[config.mk]
export PLATFORM = sky130hd
export DESIGN_NAME = srlf_tau_unit
export DESIGN_NICKNAME = d
export VERILOG_FILES = /design/src/sv/srlf_pkg.sv /design/src/sv/srlf_tau_unit.sv
export SDC_FILE = /design/constraint.sdc
export NUM_CORES = 1
export LEC_CHECK = 0
export BUFFER_PORTS_ARGS = -buffer_cell sky130_fd_sc_hd__buf_4
export CAP_MARGIN = 20
export CELL_PAD_IN_SITES_DETAIL_PLACEMENT = 1
export CELL_PAD_IN_SITES_GLOBAL_PLACEMENT = 1
export CORE_ASPECT_RATIO = 0.6
export CORE_MARGIN = 4
export CORE_UTILIZATION = 44
export DETAILED_ROUTE_END_ITERATION = 7
export PLACE_DENSITY = 0.73
export SYNTH_ARGS = -nofsm -noshare
export SYNTH_HDL_FRONTEND = slang
export SYNTH_SLANG_ARGS = --single-unit
export TNS_END_PERCENT = 10
[constraint.sdc]
create_clock -name clock -period 8.05 [get_ports clock]
set_clock_uncertainty 0.05 [all_clocks]
set_input_delay 0.4025 -clock clock [delete_from_list [all_inputs] [get_ports clock]]
set_output_delay 0.4025 -clock clock [all_outputs]
set_load 0.1 [all_outputs]
[src/sv/srlf_pkg.sv]
package srlf_pkg;

   localparam int PIXEL_W    = 8;
   localparam int TAU_W      = 6;
   localparam int SIZE_W     = 11;
   localparam int LEVEL_W    = 8;
   localparam int CFG_IDX_W  = 3;
   localparam int CFG_DATA_W = 11;

   localparam int MAX_WIDTH_DEF  = 1024;
   localparam int MAX_HEIGHT_DEF = 1024;
   localparam int TAU_MAX_DEF    = 63;

   // register indexes on the csr port
   localparam logic [CFG_IDX_W-1:0] REG_IMAGE_WIDTH  = 3'd0;
   localparam logic [CFG_IDX_W-1:0] REG_IMAGE_HEIGHT = 3'd1;
   localparam logic [CFG_IDX_W-1:0] REG_TAU_START    = 3'd2;
   localparam logic [CFG_IDX_W-1:0] REG_TAU_FINAL    = 3'd3;
   localparam logic [CFG_IDX_W-1:0] REG_MARK_LEVEL   = 3'd4;

   localparam logic [SIZE_W-1:0]  IMAGE_WIDTH_RST  = 11'd640;
   localparam logic [SIZE_W-1:0]  IMAGE_HEIGHT_RST = 11'd480;
   localparam logic [TAU_W-1:0]   TAU_START_RST    = 6'd5;
   localparam logic [TAU_W-1:0]   TAU_FINAL_RST    = 6'd20;
   localparam logic [LEVEL_W-1:0] MARK_LEVEL_RST   = 8'd40;

   typedef struct packed {
      logic             start;
      logic [TAU_W-1:0] tau_start;
      logic [TAU_W-1:0] tau_final;
   } tau_req_type;

   typedef struct packed {
      logic             done;
      logic [TAU_W-1:0] tau;
   } tau_rsp_type;

   typedef struct packed {
      logic               rd_en;
      logic               force_zero;
      logic [PIXEL_W-1:0] right_pix;
   } filt_req_type;

endpackage

[src/sv/srlf_tau_unit.sv]
module srlf_tau_unit #(
   parameter int MAX_HEIGHT = srlf_pkg::MAX_HEIGHT_DEF,
   parameter int TAU_MAX    = srlf_pkg::TAU_MAX_DEF
) (
   input  logic                              clock,
   input  logic                              reset,
   input  srlf_pkg::tau_req_type             req,
   input  logic [$clog2(MAX_HEIGHT)-1:0]     row_idx,
   input  logic [$clog2(MAX_HEIGHT+1)-1:0]   height,
   output srlf_pkg::tau_rsp_type             rsp
);

   localparam int TW     = srlf_pkg::TAU_W;
   localparam int HW     = $clog2(MAX_HEIGHT + 1);
   localparam int SW     = HW + 2;
   localparam int NW     = HW + TW + 4;
   localparam int QW     = HW + TW;
   localparam int STEP_W = $clog2(TW);

   typedef enum logic [1:0] {
      T_IDLE,
      T_SUM,
      T_DIV
   } tau_state_type;

   tau_state_type         state_ff;
   srlf_pkg::tau_rsp_type rsp_ff;

   logic signed [NW-1:0] prod_a_ff;
   logic signed [NW-1:0] prod_b_ff;
   logic [HW-1:0]        h_ff;
   logic [TW-1:0]        ts_ff;
   logic                 low_ff;
   logic [QW-1:0]        rem_ff;
   logic [TW-1:0]        q_ff;
   logic [STEP_W-1:0]    step_ff;

   logic [SW-1:0]        twice_j;
   logic signed [SW-1:0] span;
   logic signed [TW:0]   dtau;
   logic                 low_half;
   logic signed [NW-1:0] num;
   logic signed [NW-1:0] lim;
   logic [QW-1:0]        trial;
   logic                 q_bit;
   logic [TW-1:0]        q_next;

   function automatic logic [TW-1:0] clamp_tau(input logic [TW-1:0] t);
      if (32'(t) > TAU_MAX) begin
         return TW'(TAU_MAX);
      end
      return t;
   endfunction

   always_comb begin
      twice_j  = SW'({row_idx, 1'b0});
      span     = $signed(twice_j) - $signed(SW'(height));
      low_half = twice_j <= SW'(height);
      dtau     = $signed({1'b0, req.tau_final}) - $signed({1'b0, req.tau_start});
      num      = prod_a_ff + prod_b_ff;
      lim      = $signed(NW'({h_ff, {TW{1'b0}}}));
      trial    = QW'(h_ff) << step_ff;
      q_bit    = rem_ff >= trial;
      q_next   = {q_ff[TW-2:0], q_bit};
   end

   // rows past the middle: num = ts*h + (tf - ts)*(2j - h); quotient by h,
   // one bit a cycle, after the saturation test against 64*h
   always_ff @(posedge clock) begin
      if (reset) begin
         state_ff <= T_IDLE;
         rsp_ff   <= '0;
      end else begin
         rsp_ff.done <= 1'b0;
         unique case (state_ff)
            T_IDLE: begin
               if (req.start) begin
                  prod_a_ff <= $signed(NW'(req.tau_start) * NW'(height));
                  prod_b_ff <= NW'(dtau) * NW'(span);
                  h_ff      <= height;
                  ts_ff     <= clamp_tau(req.tau_start);
                  low_ff    <= low_half;
                  state_ff  <= T_SUM;
               end
            end
            T_SUM: begin
               if (low_ff) begin
                  rsp_ff   <= '{done: 1'b1, tau: ts_ff};
                  state_ff <= T_IDLE;
               end else if (num < 0) begin
                  rsp_ff   <= '{done: 1'b1, tau: '0};
                  state_ff <= T_IDLE;
               end else if (num >= lim) begin
                  rsp_ff   <= '{done: 1'b1, tau: TW'(TAU_MAX)};
                  state_ff <= T_IDLE;
               end else begin
                  rem_ff   <= QW'(num);
                  q_ff     <= '0;
                  step_ff  <= STEP_W'(TW - 1);
                  state_ff <= T_DIV;
               end
            end
            T_DIV: begin
               if (q_bit) begin
                  rem_ff <= rem_ff - trial;
               end
               q_ff <= q_next;
               if (step_ff == '0) begin
                  rsp_ff   <= '{done: 1'b1, tau: clamp_tau(q_next)};
                  state_ff <= T_IDLE;
               end else begin
                  step_ff <= step_ff - STEP_W'(1);
               end
            end
            default: begin
               state_ff <= T_IDLE;
            end
         endcase
      end
   end

   assign rsp = rsp_ff;

   a_tau_in_range: assert property (@(posedge clock) disable iff (reset)
      rsp_ff.done |-> 32'(rsp_ff.tau) <= TAU_MAX)
      else $error("row tau above its limit");

   a_start_when_idle: assert property (@(posedge clock) disable iff (reset)
      req.start |-> state_ff == T_IDLE)
      else $error("tau request while a division runs");

endmodule

==> reports/results.txt, run 1 <==
In this run the worst hold path is classified as primary input to flip-flop. In the synthesized netlist, mux cells make up 2.95% of the area. Critical path class: primary input to flip-flop. After clock tree synthesis, the setup repair step added 0 buffers. After synthesis, the largest family of logic cells by area is adder cells.

The count of fill cells added during filler insertion came out at 2914. The area share of fa/ha/maj cells after synthesis is 33.2%. Of the cells placed in the final design, the portion with a size suffix greater than 1 is 7.48%.

From bottom edge to top edge, the die measures 132 um. Yosys attributes the largest share of cell area to edfxtp_1, fa_1, ha_1, inv_1, xnor2_1. The analysis attributes to cell leakage a power of 5.73 nW.

Of all nets on the critical path, the largest fanout is 8. After detailed routing, the met2 layer carries 13.4 mm of wire. The tools report the H-tree level count as 3.

Final layout net count: 1536. The number of gates resized after CTS was 0. In this run, the number of DRC markers left after iteration 0 of detailed routing was 730. The HPWL after detailed placement is 27.8 mm. The most used flip-flop cell after synthesis is edfxtp_1.

The initialized floorplan defines 44 standard-cell rows. Setup violations remaining at the end of the flow were counted as 0. Detailed routing placed a total of 2.85 mm of wire on met3.

The final hold violation count was 0. The core utilization of the finished layout came out at 49.4%. The total power per unit cell area came out at 489 nW/um2. The endpoint identified for the worst register-to-register timing path is rem_ff[3].

The total global-route track usage is 24.5%, and the number of diodes added for antenna fixing is 0. Share of the synthesized area in the top cell type: 21.1%. Setup repair after global routing left no endpoint under its margin. The run gives 24700 um2 as the area of the placeable core.

The part of the cycle the worst path needs was 87.4%. At the end of routability-driven placement, the weighted congestion stood at 0.892. Count of final max-slew check failures: 0. The most area-hungry cell type in the Yosys netlist is edfxtp_1. The logs give 2 for the buffer depth of the longest clock path and 33.9 mm for the post-detailed-routing wire length.

The flow ran to the end, and the final reports show no timing, DRC or antenna violations. The tools report the startpoint kind of the worst setup timing path as a primary input. The run gives 5 as the total iterations of the first detailed-routing run.

Entering global routing, the biggest net connects 51 pins. In this run the tightest slew margin relative to its limit is 31.0%. The actual transition at the worst max-transition pin is 1.01 ns. The most critical setup path has its endpoint at prod_b_ff[19]. Counting the buffers created by CTS gives 9.

At the later pin of the worst-skew pair, clock insertion delay measures 0.37 ns. TritonCTS built the clock tree. For flop-to-flop paths, the worst setup slack is 2.37 ns.

The average instance in the mapped netlist occupies 9.12 um2. The detailed router put a total of 17.3 mm of wire on met1. The initial utilization of the core area, before any placement, comes to 45.5%. The time the final worst path needs with I/O delays and setup works out to 7.04 ns. The number of flops mapped to enable cells by yosys came out at 79. The startpoint identified for the worst register-to-register timing path is prod_b_ff[1]. The total vias in the final route is 9131, and the worst reg2reg path depth is 17. After detailed routing, the number of vias per cell comes to 5.74. The tools report the global route total overflow as 0.

At the worst endpoint, the arrival time is 7.11 ns. The run gives 11200 um2 as the area of the mapped netlist. Worst IR drop on VDD: 0.519 mV. In this run the clock root is driven by a clkbuf_16.

The tool flagged a number of max-cap violations equal to 0. When the netlist entered floorplanning its net count stood at 1502. The tools report the proportion of synthesized chip area in sequential cells as 22.7%. The Yosys step of the flow raised 0 warnings.

The final cell count without fillers is 1592, and the TritonCTS sink count is 88. Synthesized flop and latch total: 88. Highest signal layer in the routed design: met4. In this run the horizontal extent of the chip is 214 um. In this run the remaining antenna-violating nets after routing total 0.

After detailed routing, the number of remaining DRC violations is 0. The post-synthesis compound-gate area fraction is 13.2%. 43 I/O pins were placed. The initial antenna violation count came out at 1. The area of the die was 28200 um2; the layout overhead on the synthesized area was 8.55%.

The critical path data required time came out at 8.12 ns. Critical path capture point type: a flip-flop. The number of port buffers is 42. The wire length of the first global-routing pass came out at 53.9 mm.

The parity-gate share of the synthesized area counting xor and xnor cells works out to 6.01%. Based on the critical path, the design can be clocked at up to 142 MHz. After clock tree synthesis, the clock-pin slew on the worst setup and hold paths is 0.07 ns. Of the total synthesized cell area, the portion taken by AND, OR, NAND and NOR gates is 14.2%. The worst setup path startpoint was height[2]. The synthesized netlist cell count came out at 1231. Of all flip-flops after synthesis, the portion carrying an async set or reset was 0%.

The count of distinct cell types in the synthesized netlist was 75; the cts-stage hold buffer count was 0. The via count of the first global-routing pass is 9258. The number of placed cells counting well taps was 1576; the total negative setup slack was 0 ns. After detailed routing, the average wire length per cell comes to 21.3 um.
report_power, final:
part	internal, mW	switching, mW
combinational	1.94	2.72
clock	0.219	0.201
sequential	0.822	0.0456
total	2.98	2.97
sequential cells by signal (all words and copies together) (netlist names):
| signal | flops |
|---|---|
| low_ff | 1 |
| step_ff | 3 |
| q_ff | 5 |
| prod_b_ff | 19 |
| ts_ff | 6 |
| state_ff | 2 |
| prod_a_ff | 17 |
| rsp | 7 |
| rem_ff | 17 |
| h_ff | 11 |
logic make-up (layout without fill, tap and decap cells):
family                   count (synthesis)  after routing
AND/OR/NAND/NOR                        352            352
adder cells (fa/ha/maj)                235            235
buffers and inverters                  230            269
AO/OA/AOI/OAI                          221            221
flip-flops                              88             88
XOR/XNOR                                77             77
multiplexers                            28             28
stage by stage:
stage               total power [mW]  instance area [um2]  hold slack [ns]  worst slack [ns]
finish                          5.96                12200            0.213              1.01
global route                    6.69                12200            0.209             0.485
CTS                             6.01                12200            0.194              1.11
detailed placement              5.55                11900            0.447             0.734
global placement                5.36                11900            0.447             0.873
floorplan                       4.41                11200            0.432              1.48
layout by cell type (no fill, tap or decap), types with 25 or more instances in the layout:
| cell type | count |
|---|---|
| inv_1 | 202 |
| ha_1 | 130 |
| nor2_1 | 121 |
| nand2_1 | 114 |
| fa_1 | 105 |
| edfxtp_1 | 79 |
| a21oi_1 | 62 |
| xnor2_1 | 52 |
| buf_4 | 50 |
| o21ai_0 | 40 |
| xor2_1 | 25 |
critical path, cell delays in order:
cell and delay (ns):
buf_4 0.13, inv_1 0.05, ha_1 0.35, nor2b_1 0.16, o21ai_0 0.27, a21oi_1 0.16, o21ai_0 0.27, a21oi_1 0.24
or4_1 0.62, nand3_1 0.23, nand2_1 0.10, fa_1 0.49, inv_1 0.05, fa_1 0.47, fa_1 0.54, inv_1 0.05
fa_1 0.53, inv_1 0.04, ha_1 0.35, or2_2 0.32, a21oi_1 0.16, a31oi_1 0.08, and4_1 0.24, a2111oi_1 0.50
a21oi_1 0.16, xnor2_1 0.15
layout make-up:
class	count	area [um2]	share of cell area (%)
multi-input cells	913	7820	64.1
flip-flops and latches	88	2550	20.9
inverters	203	762	6.25
well taps	322	403	3.31
repair buffers	50	375	3.08
clock buffers	10	239	1.96
clock inverters	6	42.5	0.349
cells in the mapped netlist (11+ instances only):
library cell / number
a21o_1: 17
a21oi_1: 62
and2_1: 15
clkbuf_1: 24
edfxtp_1: 79
fa_1: 105
ha_1: 130
inv_1: 202
mux2i_1: 17
nand2_1: 114
nand2b_1: 12
nand3_1: 18
nor2_1: 121
nor2b_1: 12
nor3_1: 21
o21a_1: 11
o21ai_0: 40
xnor2_1: 52
xor2_1: 25
how the worst min path moves through the flow:
stage | from | to | cells past startpoint
floorplan | reset | state_ff[0] | 1
global placement | rsp[2] | rsp[2] | 2
detailed placement | rsp[1] | rsp[1] | 2
CTS | height[0] | h_ff[0] | 1
global route | reset | state_ff[0] | 2
finish | reset | state_ff[0] | 2
layer usage:
layer	vias to the layer above	track usage, %
met5	-	0
met2	291	33.7
met3	23	6.01
met4	0	3.74
met1	4591	39.1
li1	4226	-
No activity file was read; power rests on OpenSTA's default activity.
==> run 2: changes to the inputs <==
CORE_MARGIN = 8   (was 4)
clock period = 8.7 ns   (was 8.05 ns; I/O delays follow)
==> run 2 against run 1 <==
  * First-iteration DRC count fell by 9.2%
  * Die area rose by 10%
  * Worst setup slack improved by 0.73 ns
  * Hold slack improved by 0.037 ns
  * Sequential power fell by 7.3%
  * Critical path depth did not move
  * Via count fell by 0.50%
  * Sequential share of layout area barely moved
  * Register-to-register slack improved by 0.76 ns
  * Flip-flop and latch count did not move
==> reports/results.txt, run 2 (same netlist as run 1, synthesis figures left out) <==
The flow ran to the end, and the final reports show no timing, DRC or antenna violations. The critical path class is primary input to flip-flop. The tools report the share of power burned in combinational logic as 78.6%. Setup violations remaining at the end of the flow were counted as 0. Cts-stage hold buffer count: 0.

Net switching is 49.7% of the power. In the layout the commonest cells are inv_1, ha_1, nor2_1, nand2_1, fa_1. Cell internal power was estimated by the tool at 2.75 mW. The logs give 14.7% for the sequential fraction of design power and 0 for the count of nets left with antenna violations after detail routing. Final cell count without fillers: 1598.

Summed over all layers, the routed wires come to 34.2 mm. The vertical die dimension was 140 um. The run gives 45 as the count of standard-cell rows. The H-tree was split into 3 levels. The number of placed I/O pins is 43, and the total iterations of the first detailed-routing run is 5. For this design the total switching power over the nets is 2.71 mW.

Counting every sink on the clock net gives 88. The final hold violation count is 0. TritonCTS built the clock tree. The multi-input combinational cells in the finished layout cover a total of 7820 um2. The core region is 25200 um2. At the end of the flow, the number of nets in the layout was 1536. The setup slack of the most critical reg-to-reg path is 3.13 ns, and the number of buffer and inverter instances along the worst setup path is 5. In this run the horizontal extent of the chip is 222 um. TritonCTS created 9 clock buffers. The run gives 9581 as the via count of the first global-routing pass.

Clock-pin slew was measured on the worst setup and hold paths at 0.07 ns. Maximum fanout count along the critical path: 8. The library cell used most frequently in the layout, excluding fill and tap cells, is inv_1. The tightest min-delay check is of the primary input to flip-flop type. Entering global routing, the biggest net connects 55 pins.

For this design the ratio of total power to cell area is 449 nW/um2. Counting the fill cells in the layout gives 2968. The worst setup path is captured at a flip-flop. Ranked by flip-flop count, first place goes to prod_b_ff. The total global-route track usage is 22.5%. Among all stages on the critical path, the largest delay is contributed by or4_1.

The first global-routing pass estimated 54.7 mm of wire. STA puts the critical path data required time at 8.75 ns. The first routing iteration left 663 violations. Summed over all layers, the global routing overflow is 0. The tools report the weighted congestion at the end of routability-driven global placement as 0.926. The relative slew slack is 39.1%. Detailed placement finished with a half-perimeter wire length of 28.2 mm. Once routing completed, OpenROAD measured the worst setup slack at 1.74 ns. For the count of final max-slew check failures, the log shows 0. Summing over every cut layer, the via total after detailed routing is 9085. The clock insertion delay at the later pin of the skew report is 0.36 ns, and the layout overhead on the synthesized area is 8.41%. After routing, the total negative slack on setup checks comes to 0 ns. Final hold analysis gives a worst-case slack of 0.249 ns. Registers take 2550 um2. The tools report the initial antenna violation count as 0. The number of violations of the max-capacitance limit is 0, and the part of the cycle the worst path needs is 80.0%.

The final routed wire length divided by cell count is 21.4 um, and the number of port buffers is 42. Via count normalized by instance count: 5.69. Among cell families on the critical path, the largest total delay comes from adder cells.

The routed design could run at a clock period as short as 6.96 ns. The flip-flop count of the largest register, all copies and words added was 19; the worst IR drop on VDD was 0.406 mV. The clock passes through at most 2 buffers. The cell sitting at the root of the clock tree is a clkbuf_16. For the number of diodes added for antenna fixing, the log shows 0. Setup repair after global routing left no endpoint under its margin. The die covers 31100 um2. Summed over all cells, the static leakage comes to 5.72 nW. After detailed routing, the number of remaining DRC violations is 0. Once the clock tree was built, the setup fixing pass inserted 0 buffers. Data on the critical path arrives at its endpoint at 7.01 ns. The highest cell delay on the worst timing path works out to 0.63 ns. The peak clock frequency supported by timing was 144 MHz.

The run gives 6.7% as the clock network fraction of design power. For this configuration, the core starts out at a cell density of 44.6%. The layout cell share with drive strength beyond 1 was 7.25%; the post-placement setup slack was 1.43 ns. The number of instances resized during post-cts repair was 0; the total power was 5.46 mW. In the final layout, the registers with the most flip-flops are prod_b_ff: 19 flops, prod_a_ff: 17 flops, rem_ff: 17 flops. The actual transition at the worst max-transition pin came out at 0.913 ns. STA classifies the critical path startpoint as a primary input.

Once placement completed, the tool counted placed cells totaling 1582.
## run 2: cell types whose count changed in the layout (fill, tap and decap cells not counted), sizes merged
| cell | previous run | this run |
|---|---|---|
| buf | 50 | 49 |
| clkinv | 5 | 6 |
| inv | 204 | 203 |
## run 2: path summary, 6_finish.rpt
path / depth (start not counted) / end / from
hold reg to reg: 2 / rsp[1] / rsp[1]
hold / removal: 2 / state_ff[0] / reset
setup reg to reg: 17 / rem_ff[3] / prod_a_ff[1]
setup / recovery: 26 / prod_b_ff[19] / height[2]
## run 2: per-stage QoR
step | utilization (%) | area [um2]
4_1_cts | 48.4 | 12200
5_1_grt | 48.4 | 12200
2_1_floorplan | - | 11200
6_report | 48.4 | 12200
3_5_place_dp | 47.3 | 11900
3_3_place_gp | 47.3 | 11900
## run 2: layout make-up
| type | instances | area share, % |
|---|---|---|
| Tap cell | 329 | 3.38 |
| Clock buffer | 9 | 1.85 |
| Inverter | 203 | 6.26 |
| Multi-Input combinational cell | 913 | 64.2 |
| Clock inverter | 6 | 0.288 |
| Timing Repair Buffer | 50 | 3.06 |
| Sequential cell | 88 | 21.0 |
## run 2: per-layer routing
metal	vias up	wire [um]	global-route usage, %
li1	4226	-	-
met1	4583	17700	34.8
met2	254	13500	31.3
met3	22	2730	5.77
met4	0	284	3.20
met5	-	0	0
## run 2: power by group through the flow
| stage | sequential [mW] | clock [mW] | combinational [mW] |
|---|---|---|---|
| finish | 0.805 | 0.367 | 4.29 |
| global route | 0.815 | 0.385 | 4.93 |
| floorplan | 0.830 | 0 | 3.25 |
| global placement | 0.811 | 0 | 4.16 |
| detailed placement | 0.813 | 0 | 4.31 |
| CTS | 0.805 | 0.372 | 4.35 |
==> run 3: changes to the inputs <==
PLACE_DENSITY = 0.76   (was 0.73)
clock period = 6 ns   (was 8.7 ns; I/O delays follow)
==> run 3 against run 2 <==
  * Flip-flop and latch count is the same
  * Final area rose by 10%
  * Die area unchanged
  * Cell count grew 7.4%
  * Utilization increased by 4.9 points
  * Count of clock-buffer cells in the layout is the same
  * Critical path depth stayed put
==> reports/results.txt, run 3 (same netlist as run 1, synthesis figures left out) <==
The vertical die dimension was 140 um. The critical path is of the primary input to flip-flop type. Buffer depth of the longest clock path: 2. The final layout contains 1653 nets. TritonCTS built the clock tree. The largest registers in the layout are prod_b_ff: 19 flops, prod_a_ff: 17 flops, rem_ff: 17 flops. The count of nets left with antenna violations after detail routing came out at 0. In the final layout, the multi-input gates occupy 8140 um2. The worst pin sits at a relative slew slack of 42.7%. The via count normalized by instance count was 5.62; the total global-route track usage was 23.7%.

The final hold violation count was 0. The tools report the global route total overflow as 0. The clock insertion delay at the later pin of the skew report was 0.36 ns.

The library cells used most frequently in the layout, excluding fill and tap cells, are inv_1, buf_4, ha_1, nor2_1, nand2_1. The total area inside the core boundary comes to 25200 um2. In the final layout, the share of cells above drive strength 1 is 18.8%.

The routed layout has 9642 vias. The run gives 10400 as the via count of the first global-routing pass. The flip-flop count of the largest register, all copies and words added works out to 19.

For the worst setup path, the data arrival time is 5.87 ns. Along the worst path, the maximum fanout reaches 5. The weighted congestion at the end of routability-driven global placement is 0.920, and the H-tree level count is 3. The number of placed I/O pins came out at 43. The flow ran to the end, and the final reports show no timing, DRC or antenna violations. The most common cell after layout, fill and taps aside is inv_1.

The tools report the final setup violation count as 0. The number of diodes added for antenna fixing was 0. The pin count of the biggest net entering global routing was 55; the initial core utilization was 44.6%. STA classifies the critical path startpoint as a primary input. The met3 track utilization from global routing was 4.85%; the initial detailed-routing violation count was 936.

The initial antenna violation count was 0. The tree is rooted in a clkbuf_16. Summing all flip-flop and latch instances after layout gives 2550 um2. The finished cells cover 13400 um2. The layer flagged by global routing as most heavily used is met2.

The first detailed-routing pass took 5 iterations. The class of the worst hold path was primary input to flip-flop. Dividing the final minimum period by the clock period gives 96.6%. The met1 usage was 35.1%; the actual transition at the worst max-transition pin was 0.859 ns. The tools report the wire length of the first global-routing pass as 58.2 mm. The wire-length estimate of the detail-placed layout is 30.2 mm. From synthesis to final layout, the design area changed by 19.4%. For the post-detailed-routing wire length, the log shows 36.8 mm.

The die covers 31100 um2. The die is 222 um wide. The placed instances occupy a cell area of 12800 um2. After clock tree synthesis, the clock-pin slew on the worst setup and hold paths is 0.07 ns.

The critical path data required time was 6.07 ns. The count of final max-slew check failures is 0. The total DRC errors in the routed layout was 0. After detailed routing, the average wire length per cell comes to 21.5 um.

The number of violations of the max-capacitance limit was 0; the number of port buffers was 42. The critical path capture point type is a flip-flop. The run gives 45 as the count of standard-cell rows. Global routing used 36.0% of the available met2 tracks.

Static timing analysis puts the maximum clock frequency at 172 MHz. Counting the fill cells in the layout gives 2896. The number of buffers inserted during clock tree synthesis was 9.

The clock drives 88 sinks. Register bank with the most flops: prod_b_ff. The time the final worst path needs with I/O delays and setup is 5.80 ns.
[run 3: cell count changes in the layout (fill, tap and decap cells not counted), sizes merged]
cell    delta
inv        +3
clkbuf     -1
buf      +118
clkinv     -2
[run 3: critical path, stage by stage]
cell	delay, ns
buf_4	0.12
inv_4	0.08
ha_1	0.23
a21o_1	0.16
a21o_1	0.18
a21o_1	0.19
a21oi_2	0.17
xor2_2	0.23
buf_4	0.15
buf_6	0.10
buf_4	0.14
nor2_2	0.05
fa_1	0.50
fa_1	0.53
fa_1	0.56
inv_1	0.06
fa_1	0.53
inv_1	0.07
ha_4	0.27
and3_4	0.16
a21oi_4	0.13
a31oi_2	0.13
and4_4	0.22
a2111oi_4	0.35
a21oi_2	0.10
xnor2_1	0.14
[run 3: metrics by stage]
step | hold slack (ns) | TNS (ns) | instances | util [%] | setup WS (ns)
after global routing | 0.116 | -0.0162 | 1716 | 53.3 | -0.0133
after CTS | 0.114 | 0 | 1710 | 52.3 | 0.0458
after floorplan | 0.329 | 0 | 1231 | - | 0.00233
final | 0.117 | 0 | 1716 | 53.3 | 0.202
after detailed placement | 0.449 | -2.52 | 1693 | 50.9 | -0.634
after global placement | 0.441 | -1.47 | 1693 | 50.9 | -0.462
[run 3: metal layers]
metal / wire (um) / share of wire [%] / up-vias
met5: 0 / 0 / -
met4: 307 / 0.83 / 0
met3: 2610 / 7.1 / 26
met2: 15900 / 43 / 284
met1: 18000 / 49 / 4868
li1: - / - / 4464
[run 3: area by class of cell]
class / count / area share, %
clock buffer: 9 / 1.68
clock inverter: 7 / 0.466
inverter: 203 / 5.70
multi-input combinational: 913 / 60.7
sequential: 88 / 19.0
tap: 329 / 3.07
timing repair buffer: 167 / 9.38
[run 3: final timing paths]
| path | from | end | slack [ns] | cells after the start |
|---|---|---|---|---|
| worst max-delay path | req[7] | prod_b_ff[19] | 0.20 | 26 |
| worst min-delay path | reset | state_ff[0] | 0.12 | 2 |
| worst max register to register | prod_a_ff[1] | rem_ff[6] | 0.65 | 17 |
| worst min register to register | rsp[4] | rsp[4] | 0.46 | 2 |
[run 3: what timing repair did]
action / 4_1_cts / 5_1_grt
pin swaps: 5 / 42
endpoints found under the setup margin: 3 / 5
buffers inserted: 1 / 6
hold buffers: 0 / 0
resized for setup: 12 / 44
Power of run 3 is not shown: default switching activity piles up to over one toggle a cycle in this logic, so the estimate is an artifact.
